## src/rtl/tksel_pkg.sv

```systemverilog
// Shared types and constants for the top-k score selector.
// No dependencies; every other file in rtl/ imports this package.
package tksel_pkg;

    localparam int SCORE_W          = 32;
    localparam int INDEX_W          = 16;
    localparam int RANK_W           = 4;
    localparam int TOPC_W           = 5;
    localparam int OUT_LIMIT        = 16;
    localparam int DEF_MAX_TOP      = 16;
    localparam int DEF_GALLERY_SIZE = 65536;
    localparam int QUEUE_DEPTH      = 4;
    localparam int QPTR_W           = $clog2(QUEUE_DEPTH);

    // one classified score on its way from the front to the back
    typedef struct packed {
        logic signed [SCORE_W-1:0] score;
        logic [INDEX_W-1:0]        index;
        logic                      keep;   // inside the gallery, goes through the ranking
        logic                      last;   // closes the row
        logic                      ovf;    // row has seen an item past the gallery
    } item_t;

    typedef struct packed {
        logic  valid;
        item_t item;
    } push_t;

    typedef struct packed {
        logic nonempty;
        logic full;
    } q_stat_t;

    typedef enum logic {
        ST_RUN,
        ST_EMIT
    } back_state_t;

endpackage

```

## src/rtl/tksel_front.sv

```systemverilog
// Front end: takes start transactions, numbers scores, flags gallery overflow.
// Depends on tksel_pkg; feeds tksel_queue.
module tksel_front #(
    parameter int GALLERY_SIZE = tksel_pkg::DEF_GALLERY_SIZE
) (
    input  logic                                  clk,
    input  logic                                  rst_n,
    input  logic                                  start,
    input  logic signed [tksel_pkg::SCORE_W-1:0]  score,
    input  logic                                  row_end,
    input  tksel_pkg::q_stat_t                    q_stat,
    output logic                                  busy,
    output tksel_pkg::push_t                      push
);
    import tksel_pkg::*;

    localparam int IDX_W = $clog2(GALLERY_SIZE + 1);

    logic [IDX_W-1:0] next_index_reg, next_index_next;
    logic             ovf_reg, ovf_next;
    logic             accept;
    logic             ignored;

    assign busy    = q_stat.full;
    assign accept  = start && !busy;
    assign ignored = (next_index_reg == IDX_W'(GALLERY_SIZE));

    always_comb
    begin
        push.valid      = accept && (!ignored || row_end);
        push.item.score = score;
        push.item.index = INDEX_W'(next_index_reg);
        push.item.keep  = !ignored;
        push.item.last  = row_end;
        push.item.ovf   = ovf_reg || ignored;
    end

    always_comb
    begin
        next_index_next = next_index_reg;
        ovf_next        = ovf_reg;
        if (accept)
        begin
            if (row_end)
            begin
                next_index_next = '0;
                ovf_next        = 1'b0;
            end
            else if (ignored)
            begin
                ovf_next = 1'b1;
            end
            else
            begin
                next_index_next = next_index_reg + IDX_W'(1);
            end
        end
    end

    always_ff @(posedge clk or negedge rst_n)
    begin
        if (!rst_n)
        begin
            next_index_reg <= '0;
            ovf_reg        <= 1'b0;
        end
        else
        begin
            next_index_reg <= next_index_next;
            ovf_reg        <= ovf_next;
        end
    end

endmodule

```

## src/rtl/tksel_queue.sv

```systemverilog
// Short FIFO of classified items between front and back.
// Depends on tksel_pkg.
module tksel_queue (
    input  logic               clk,
    input  logic               rst_n,
    input  tksel_pkg::push_t   push,
    input  logic               pop,
    output tksel_pkg::item_t   head,
    output tksel_pkg::q_stat_t q_stat
);
    import tksel_pkg::*;

    item_t             entry_reg [QUEUE_DEPTH];
    logic [QPTR_W-1:0] wr_ptr_reg, wr_ptr_next;
    logic [QPTR_W-1:0] rd_ptr_reg, rd_ptr_next;
    logic [QPTR_W:0]   fill_reg, fill_next;
    logic              do_pop;

    assign q_stat.nonempty = (fill_reg != '0);
    assign q_stat.full     = (fill_reg == (QPTR_W+1)'(QUEUE_DEPTH));
    assign head            = entry_reg[rd_ptr_reg];
    assign do_pop          = pop && q_stat.nonempty;

    always_comb
    begin
        wr_ptr_next = push.valid ? wr_ptr_reg + QPTR_W'(1) : wr_ptr_reg;
        rd_ptr_next = do_pop ? rd_ptr_reg + QPTR_W'(1) : rd_ptr_reg;
        fill_next   = fill_reg;
        if (push.valid && !do_pop)
            fill_next = fill_reg + (QPTR_W+1)'(1);
        else if (!push.valid && do_pop)
            fill_next = fill_reg - (QPTR_W+1)'(1);
    end

    always_ff @(posedge clk)
    begin
        if (push.valid)
            entry_reg[wr_ptr_reg] <= push.item;
    end

    always_ff @(posedge clk or negedge rst_n)
    begin
        if (!rst_n)
        begin
            wr_ptr_reg <= '0;
            rd_ptr_reg <= '0;
            fill_reg   <= '0;
        end
        else
        begin
            wr_ptr_reg <= wr_ptr_next;
            rd_ptr_reg <= rd_ptr_next;
            fill_reg   <= fill_next;
        end
    end

endmodule

```

## src/rtl/tksel_back.sv

```systemverilog
// Back end: sorted chain of compare cells holding the best pairs, result emitter,
// and the top_count register. Depends on tksel_pkg; fed by tksel_queue.
module tksel_back #(
    parameter int MAX_TOP = tksel_pkg::DEF_MAX_TOP
) (
    input  logic                                  clk,
    input  logic                                  rst_n,
    input  logic                                  top_count_we,
    input  logic [tksel_pkg::TOPC_W-1:0]          top_count_wdata,
    input  tksel_pkg::item_t                      head,
    input  tksel_pkg::q_stat_t                    q_stat,
    output logic                                  pop,
    output logic                                  result_valid,
    output logic [tksel_pkg::INDEX_W-1:0]         best_index,
    output logic signed [tksel_pkg::SCORE_W-1:0]  best_score,
    output logic [tksel_pkg::RANK_W-1:0]          rank,
    output logic                                  overflowed,
    output logic                                  final_res
);
    import tksel_pkg::*;

    localparam int DEPTH = (MAX_TOP < OUT_LIMIT) ? MAX_TOP : OUT_LIMIT;
    localparam int CNT_W = $clog2(DEPTH + 1);

    // cells kept in descending order; for equal scores the newer pair sits first
    logic signed [SCORE_W-1:0] cell_score_reg  [DEPTH];
    logic signed [SCORE_W-1:0] cell_score_next [DEPTH];
    logic [INDEX_W-1:0]        cell_index_reg  [DEPTH];
    logic [INDEX_W-1:0]        cell_index_next [DEPTH];
    logic signed [SCORE_W-1:0] prev_score [DEPTH];
    logic signed [SCORE_W-1:0] up_score   [DEPTH];
    logic [INDEX_W-1:0]        prev_index [DEPTH];
    logic [INDEX_W-1:0]        up_index   [DEPTH];
    logic [DEPTH-1:0]          ge;
    logic [DEPTH-1:0]          ge_prev;
    logic [DEPTH-1:0]          gt_last;

    back_state_t       state_reg, state_next;
    logic [TOPC_W-1:0] top_count_reg;
    logic [CNT_W-1:0]  count_reg, count_next;
    logic [CNT_W-1:0]  pos_reg, pos_next;
    logic [CNT_W-1:0]  n_reg, n_next;
    logic              ovf_reg, ovf_next;

    logic [TOPC_W-1:0] t_raw;
    logic [CNT_W-1:0]  eff_count;
    logic [CNT_W-1:0]  count_upd;
    logic              grow;
    logic              beats_last;
    logic              do_ins;
    logic              row_close;
    logic              shift_up;
    logic              last_out;

    // clamp top_count to one and to the cell count
    always_comb
    begin
        t_raw = (top_count_reg == '0) ? TOPC_W'(1) : top_count_reg;
        if (int'(t_raw) > DEPTH)
            eff_count = CNT_W'(DEPTH);
        else
            eff_count = CNT_W'(t_raw);
    end

    // neighbor taps for the insertion and emission shifts
    for (genvar g = 0; g < DEPTH; g++)
    begin : g_tap
        if (g == 0)
        begin : g_head
            assign prev_score[g] = cell_score_reg[g];
            assign prev_index[g] = cell_index_reg[g];
            assign ge_prev[g]    = 1'b0;
        end
        else
        begin : g_body
            assign prev_score[g] = cell_score_reg[g-1];
            assign prev_index[g] = cell_index_reg[g-1];
            assign ge_prev[g]    = ge[g-1];
        end
        if (g == DEPTH - 1)
        begin : g_tail
            assign up_score[g] = cell_score_reg[g];
            assign up_index[g] = cell_index_reg[g];
        end
        else
        begin : g_mid
            assign up_score[g] = cell_score_reg[g+1];
            assign up_index[g] = cell_index_reg[g+1];
        end
    end

    // per-cell compares; empty cells always compare as beaten by the new pair
    always_comb
    begin
        for (int i = 0; i < DEPTH; i++)
        begin
            ge[i]      = (i >= int'(count_reg)) || (head.score >= cell_score_reg[i]);
            gt_last[i] = (i + 1 == int'(count_reg)) && (head.score > cell_score_reg[i]);
        end
    end

    assign pop        = (state_reg == ST_RUN);
    assign row_close  = pop && q_stat.nonempty && head.last;
    assign grow       = (count_reg < eff_count);
    assign beats_last = |gt_last;
    assign do_ins     = pop && q_stat.nonempty && head.keep && (grow || beats_last);
    assign shift_up   = (state_reg == ST_EMIT);
    assign last_out   = ((pos_reg + CNT_W'(1)) == n_reg);

    always_comb
    begin
        for (int i = 0; i < DEPTH; i++)
        begin
            cell_score_next[i] = cell_score_reg[i];
            cell_index_next[i] = cell_index_reg[i];
            priority if (shift_up)
            begin
                cell_score_next[i] = up_score[i];
                cell_index_next[i] = up_index[i];
            end
            else if (do_ins && ge_prev[i])
            begin
                cell_score_next[i] = prev_score[i];
                cell_index_next[i] = prev_index[i];
            end
            else if (do_ins && ge[i])
            begin
                cell_score_next[i] = head.score;
                cell_index_next[i] = head.index;
            end
        end
    end

    // next state
    always_comb
    begin
        state_next = state_reg;
        unique case (state_reg)
            ST_RUN:
            begin
                if (row_close && (count_upd != '0))
                    state_next = ST_EMIT;
            end
            ST_EMIT:
            begin
                if (last_out)
                    state_next = ST_RUN;
            end
            default: state_next = ST_RUN;
        endcase
    end

    // counters and row bookkeeping
    always_comb
    begin
        count_upd  = (do_ins && grow) ? count_reg + CNT_W'(1) : count_reg;
        count_next = count_reg;
        pos_next   = pos_reg;
        n_next     = n_reg;
        ovf_next   = ovf_reg;
        unique case (state_reg)
            ST_RUN:
            begin
                count_next = count_upd;
                if (row_close)
                begin
                    pos_next = '0;
                    n_next   = (count_upd < eff_count) ? count_upd : eff_count;
                    ovf_next = head.ovf;
                end
            end
            ST_EMIT:
            begin
                pos_next = pos_reg + CNT_W'(1);
                if (last_out)
                    count_next = '0;
            end
            default: count_next = '0;
        endcase
    end

    // result ports
    always_comb
    begin
        result_valid = (state_reg == ST_EMIT);
        best_score   = cell_score_reg[0];
        best_index   = cell_index_reg[0];
        rank         = RANK_W'(pos_reg);
        overflowed   = ovf_reg;
        final_res    = result_valid && last_out;
    end

    always_ff @(posedge clk)
    begin
        for (int i = 0; i < DEPTH; i++)
        begin
            cell_score_reg[i] <= cell_score_next[i];
            cell_index_reg[i] <= cell_index_next[i];
        end
    end

    always_ff @(posedge clk or negedge rst_n)
    begin
        if (!rst_n)
        begin
            state_reg     <= ST_RUN;
            top_count_reg <= TOPC_W'(1);
            count_reg     <= '0;
            pos_reg       <= '0;
            n_reg         <= '0;
            ovf_reg       <= 1'b0;
        end
        else
        begin
            state_reg <= state_next;
            if (top_count_we)
                top_count_reg <= top_count_wdata;
            count_reg <= count_next;
            pos_reg   <= pos_next;
            n_reg     <= n_next;
            ovf_reg   <= ovf_next;
        end
    end

endmodule

```

## src/rtl/top_k_score_selector_core.sv

```systemverilog
// Top level of the streaming top-k score selector: front, queue, back.
// Depends on tksel_pkg, tksel_front, tksel_queue and tksel_back.
//
//  port group     direction  handshake         payload
//  score input    in         start / busy      score, row_end
//  top_count      in         top_count_we      top_count_wdata
//  result         out        result_valid      best_index, best_score, rank,
//                                              overflowed, final_res
//
// A score is taken whenever start is high and busy is low; the compare cells insert
// one queued score per cycle while not emitting. On a row end the back shifts n results
// (n = kept pairs, capped by top_count) out of the head cell, one per cycle, and inserts
// nothing meanwhile; the four-entry queue keeps start open during emission until it fills.
// Reset (rst_n low, asynchronous) clears the row state and sets top_count to 1.
// The receiver cannot stall: each result is valid for exactly one cycle.
module top_k_score_selector_core #(
    parameter int MAX_TOP      = tksel_pkg::DEF_MAX_TOP,
    parameter int GALLERY_SIZE = tksel_pkg::DEF_GALLERY_SIZE
) (
    input  logic                                  clk,
    input  logic                                  rst_n,
    input  logic                                  start,
    output logic                                  busy,
    input  logic signed [tksel_pkg::SCORE_W-1:0]  score,
    input  logic                                  row_end,
    input  logic                                  top_count_we,
    input  logic [tksel_pkg::TOPC_W-1:0]          top_count_wdata,
    output logic                                  result_valid,
    output logic [tksel_pkg::INDEX_W-1:0]         best_index,
    output logic signed [tksel_pkg::SCORE_W-1:0]  best_score,
    output logic [tksel_pkg::RANK_W-1:0]          rank,
    output logic                                  overflowed,
    output logic                                  final_res
);
    import tksel_pkg::*;

    push_t   push;
    q_stat_t q_stat;
    item_t   head;
    logic    pop;

    tksel_front #(
        .GALLERY_SIZE (GALLERY_SIZE)
    ) u_front (
        .clk     (clk),
        .rst_n   (rst_n),
        .start   (start),
        .score   (score),
        .row_end (row_end),
        .q_stat  (q_stat),
        .busy    (busy),
        .push    (push)
    );

    tksel_queue u_queue (
        .clk    (clk),
        .rst_n  (rst_n),
        .push   (push),
        .pop    (pop),
        .head   (head),
        .q_stat (q_stat)
    );

    tksel_back #(
        .MAX_TOP (MAX_TOP)
    ) u_back (
        .clk             (clk),
        .rst_n           (rst_n),
        .top_count_we    (top_count_we),
        .top_count_wdata (top_count_wdata),
        .head            (head),
        .q_stat          (q_stat),
        .pop             (pop),
        .result_valid    (result_valid),
        .best_index      (best_index),
        .best_score      (best_score),
        .rank            (rank),
        .overflowed      (overflowed),
        .final_res       (final_res)
    );

endmodule
```

## config.mk

```make
export PLATFORM = sky130hd
export DESIGN_NAME = top_k_score_selector_core
export DESIGN_NICKNAME = d
export VERILOG_FILES = /design/src/rtl/tksel_pkg.sv /design/src/rtl/tksel_front.sv /design/src/rtl/tksel_queue.sv /design/src/rtl/tksel_back.sv /design/src/rtl/top_k_score_selector_core.sv
export SDC_FILE = /design/constraint.sdc
export NUM_CORES = 2
export LEC_CHECK = 0
export BUFFER_PORTS_ARGS = -buffer_cell sky130_fd_sc_hd__buf_4
export CORE_MARGIN = 5
export CORE_UTILIZATION = 40
export CTS_CLUSTER_SIZE = 14
export DETAILED_ROUTE_END_ITERATION = 6
export GPL_ROUTABILITY_DRIVEN = 1
export HOLD_SLACK_MARGIN = 0.12
export PLACE_DENSITY_LB_ADDON = 0.15
export SYNTH_ARGS = -nofsm -noshare
export SYNTH_HDL_FRONTEND = slang
export SYNTH_SLANG_ARGS = --single-unit
export TNS_END_PERCENT = 1
```

## constraint.sdc

```tcl
create_clock -name clk -period 7.3 [get_ports clk]
set_input_delay 1.46 -clock clk [delete_from_list [all_inputs] [get_ports clk]]
set_output_delay 1.46 -clock clk [all_outputs]
set_load 0.1 [all_outputs]
```

==> reports/metrics.csv <==
metric;value;unit
status;finished clean;
antenna_found_initial;5;
fp.dieH;393;um
clock-root-buffer;clkbuf_16;
finalWorstSetupSlack;0.813;ns
synth-seq-cells;1019;
cts_tree;built;
final_common_cell;nand2_1;
top_layer_used;met5;
largest_reg_flops;512;
area_growth;11.3;%
drt_wl_total;175;mm
grt_start_max_net_pins;187;
max-cap-violations;0;
synth_edf_count;972;
synth_cell_types;76;
port_buffers;97;
fmax;154;MHz
avgViaCountPerCell;5.86;
clkTransAtPathRegs;0.06;ns
postSynthNetCount;5910;
syn_avg_cell_area;11.0;um2
grt_pass1_wl;262;mm
postSynthCellCount;5334;
worstPathCellList;buf_4, mux4_2, ha_1, and4_1, nor4bb_1, inv_1, o32ai_1, nor4_1, xnor2_1, o22a_1, nand3_1, o211ai_1, buf_4, mux2i_1, o21ai_0;
io_pins;98;
start_util;40.3;%
gp_congestion;0.910;
dp_hpwl;129;mm
setup_tns;0;ns
async_reset_ff_share;4.61;%
critPathLaunchType;register;
wl_per_cell;24.0;um
worst_path_max_delay_cell;mux4_2;
hold_start;u_queue.fill_reg[2];
numCtsBuffers;118;
min_path_type;reg2reg;
ys_warn_count;0;
rsz0062_at_grt;false;
rows;140;
finalCriticalPeriod;6.49;ns
met3WireLength;12.6;mm
critical_path_required;7.73;ns
drt_iter0_markers;4456;
setup_viol;0;
clock-sinks;1019;
post_cts_buffers;0;
finalCritPeriodShare;88.9;%
grt-ovfl-total;0;
crit_start;u_queue.rd_ptr_reg[0];
arrival;6.92;ns
end_kind;register;
postLayoutCellArea;65400;um2
htree_levels;3;
worstPathMaxFanout;33;
grt_pass1_vias;40400;
crit_type;reg2reg;
synth.cell_area;58800;um2
clock_skew;0.0351;ns
timing.rr.start;u_queue.rd_ptr_reg[0];
first_pass_iters;5;
synth_area_leaders;edfxtp_1, ha_1, o221ai_1;
cpPeakStageDelay;0.83;ns
place_area;61500;um2
synth_top_cell_by_area;edfxtp_1;
final_max_slew_viol_count;0;
nets;5865;
wl_met1;88.0;mm
dr_wl_met2;71.2;mm
drc;0;
fin_util;44.8;%
timing.final.hold_violations;0;
drive_gt1_share;9.93;%
vias;42800;
dpl_worst_slack;0.977;ns
synth_ff_type;edfxtp_1;
cts_resized;0;
layout_common_cells;nand2_1, edfxtp_1, inv_1;
maxSlewHeadroom;29.3;%
ant_nets;0;
yosysSeqAreaShare;51.7;%
die_width;393;um
worstMarginPinSlew;1.06;ns
insertion_delay;0.75;ns
die-area;155000;um2
clockBufferDepth;3;
synth_top_area_share;49.7;%
cts_hold_buf;0;
grt_use_total;21.8;%
core_area;146000;um2
crit_top_cell;buf_4;
-- synth_stat cells (13+ instances only) --
| master | count |
|---|---|
| nor2_1 | 92 |
| and3_1 | 13 |
| buf_2 | 62 |
| o21ai_0 | 128 |
| nand2_1 | 981 |
| a221o_1 | 72 |
| nand3_1 | 99 |
| buf_4 | 59 |
| a221oi_1 | 16 |
| o221ai_1 | 423 |
| and2_1 | 56 |
| a21oi_1 | 203 |
| nand4_1 | 86 |
| nor2b_1 | 20 |
| ha_1 | 533 |
| inv_1 | 562 |
| edfxtp_1 | 972 |
| mux2_2 | 49 |
| and4_1 | 26 |
| xnor2_1 | 21 |
| mux4_2 | 50 |
| o211ai_1 | 136 |
| a211oi_1 | 17 |
| a21o_1 | 38 |
| dfrtp_1 | 46 |
| nor3_1 | 69 |
| clkinv_1 | 18 |
| clkbuf_1 | 232 |
| xor2_1 | 21 |
| nor4_1 | 27 |
| mux2i_1 | 73 |
-- routing by layer --
metal  vias to the layer above  GRT usage [%]
met5                         -              0
met4                         2           4.76
met3                       179           3.06
met2                      1615           30.4
met1                     21100           35.3
li1                      19900              -
-- worst paths after layout --
check	to	slack, ns	cells after the start
min reg2reg	u_queue.fill_reg[2]	0.51	1
max in group asynchronous	u_queue.rd_ptr_reg[0]	6.03	1
max	u_back.cell_index_reg[2][15]	0.81	15
min	u_queue.fill_reg[2]	0.51	1
min in group asynchronous	u_back.pos_reg[1]	0.75	1
max reg2reg	u_back.cell_index_reg[2][15]	0.81	15
-- cell type report --
type                       count  area, um2
inverter                     580       2180
sequential                  1019      30400
clock inverter                66        613
timing repair buffer         198       1790
multi-input combinational   3372      24800
fill                       13600      80500
clock buffer                 152       3230
antenna                        2       5.00
tap                         1917       2400
-- per-stage QoR --
step | cells | hold slack [ns]
floorplan | 5334 | 0.457
global placement | 7086 | 0.487
detailed placement | 7086 | 0.495
CTS | 7304 | 0.508
global route | 7304 | 0.523
finish | 7306 | 0.506
-- critical path: cells and delay by family, from the launching register on --
family                     cells  cell delay [ns]
adders and majority gates      1             0.43
xor gates and xnor gates       1             0.48
DFF                            1             0.61
and+or+nand+nor                4             1.45
AOI/OAI and AO/OA              4             1.28
muxes                          2             1.04
buffers and inverters          3             0.85
-- cells by family after synthesis --
| family | Yosys count | synth area share, % |
|---|---|---|
| compound gates | 1111 | 14.2 |
| xor+xnor | 42 | 0.626 |
| fa+ha+maj | 534 | 11.4 |
| buf+inv | 943 | 6.56 |
| flops | 1019 | 51.7 |
| mux | 181 | 4.33 |
| simple gates | 1504 | 11.3 |
Power is not shown: default switching activity piles up to over one toggle a cycle in this logic, so the estimate is an artifact.
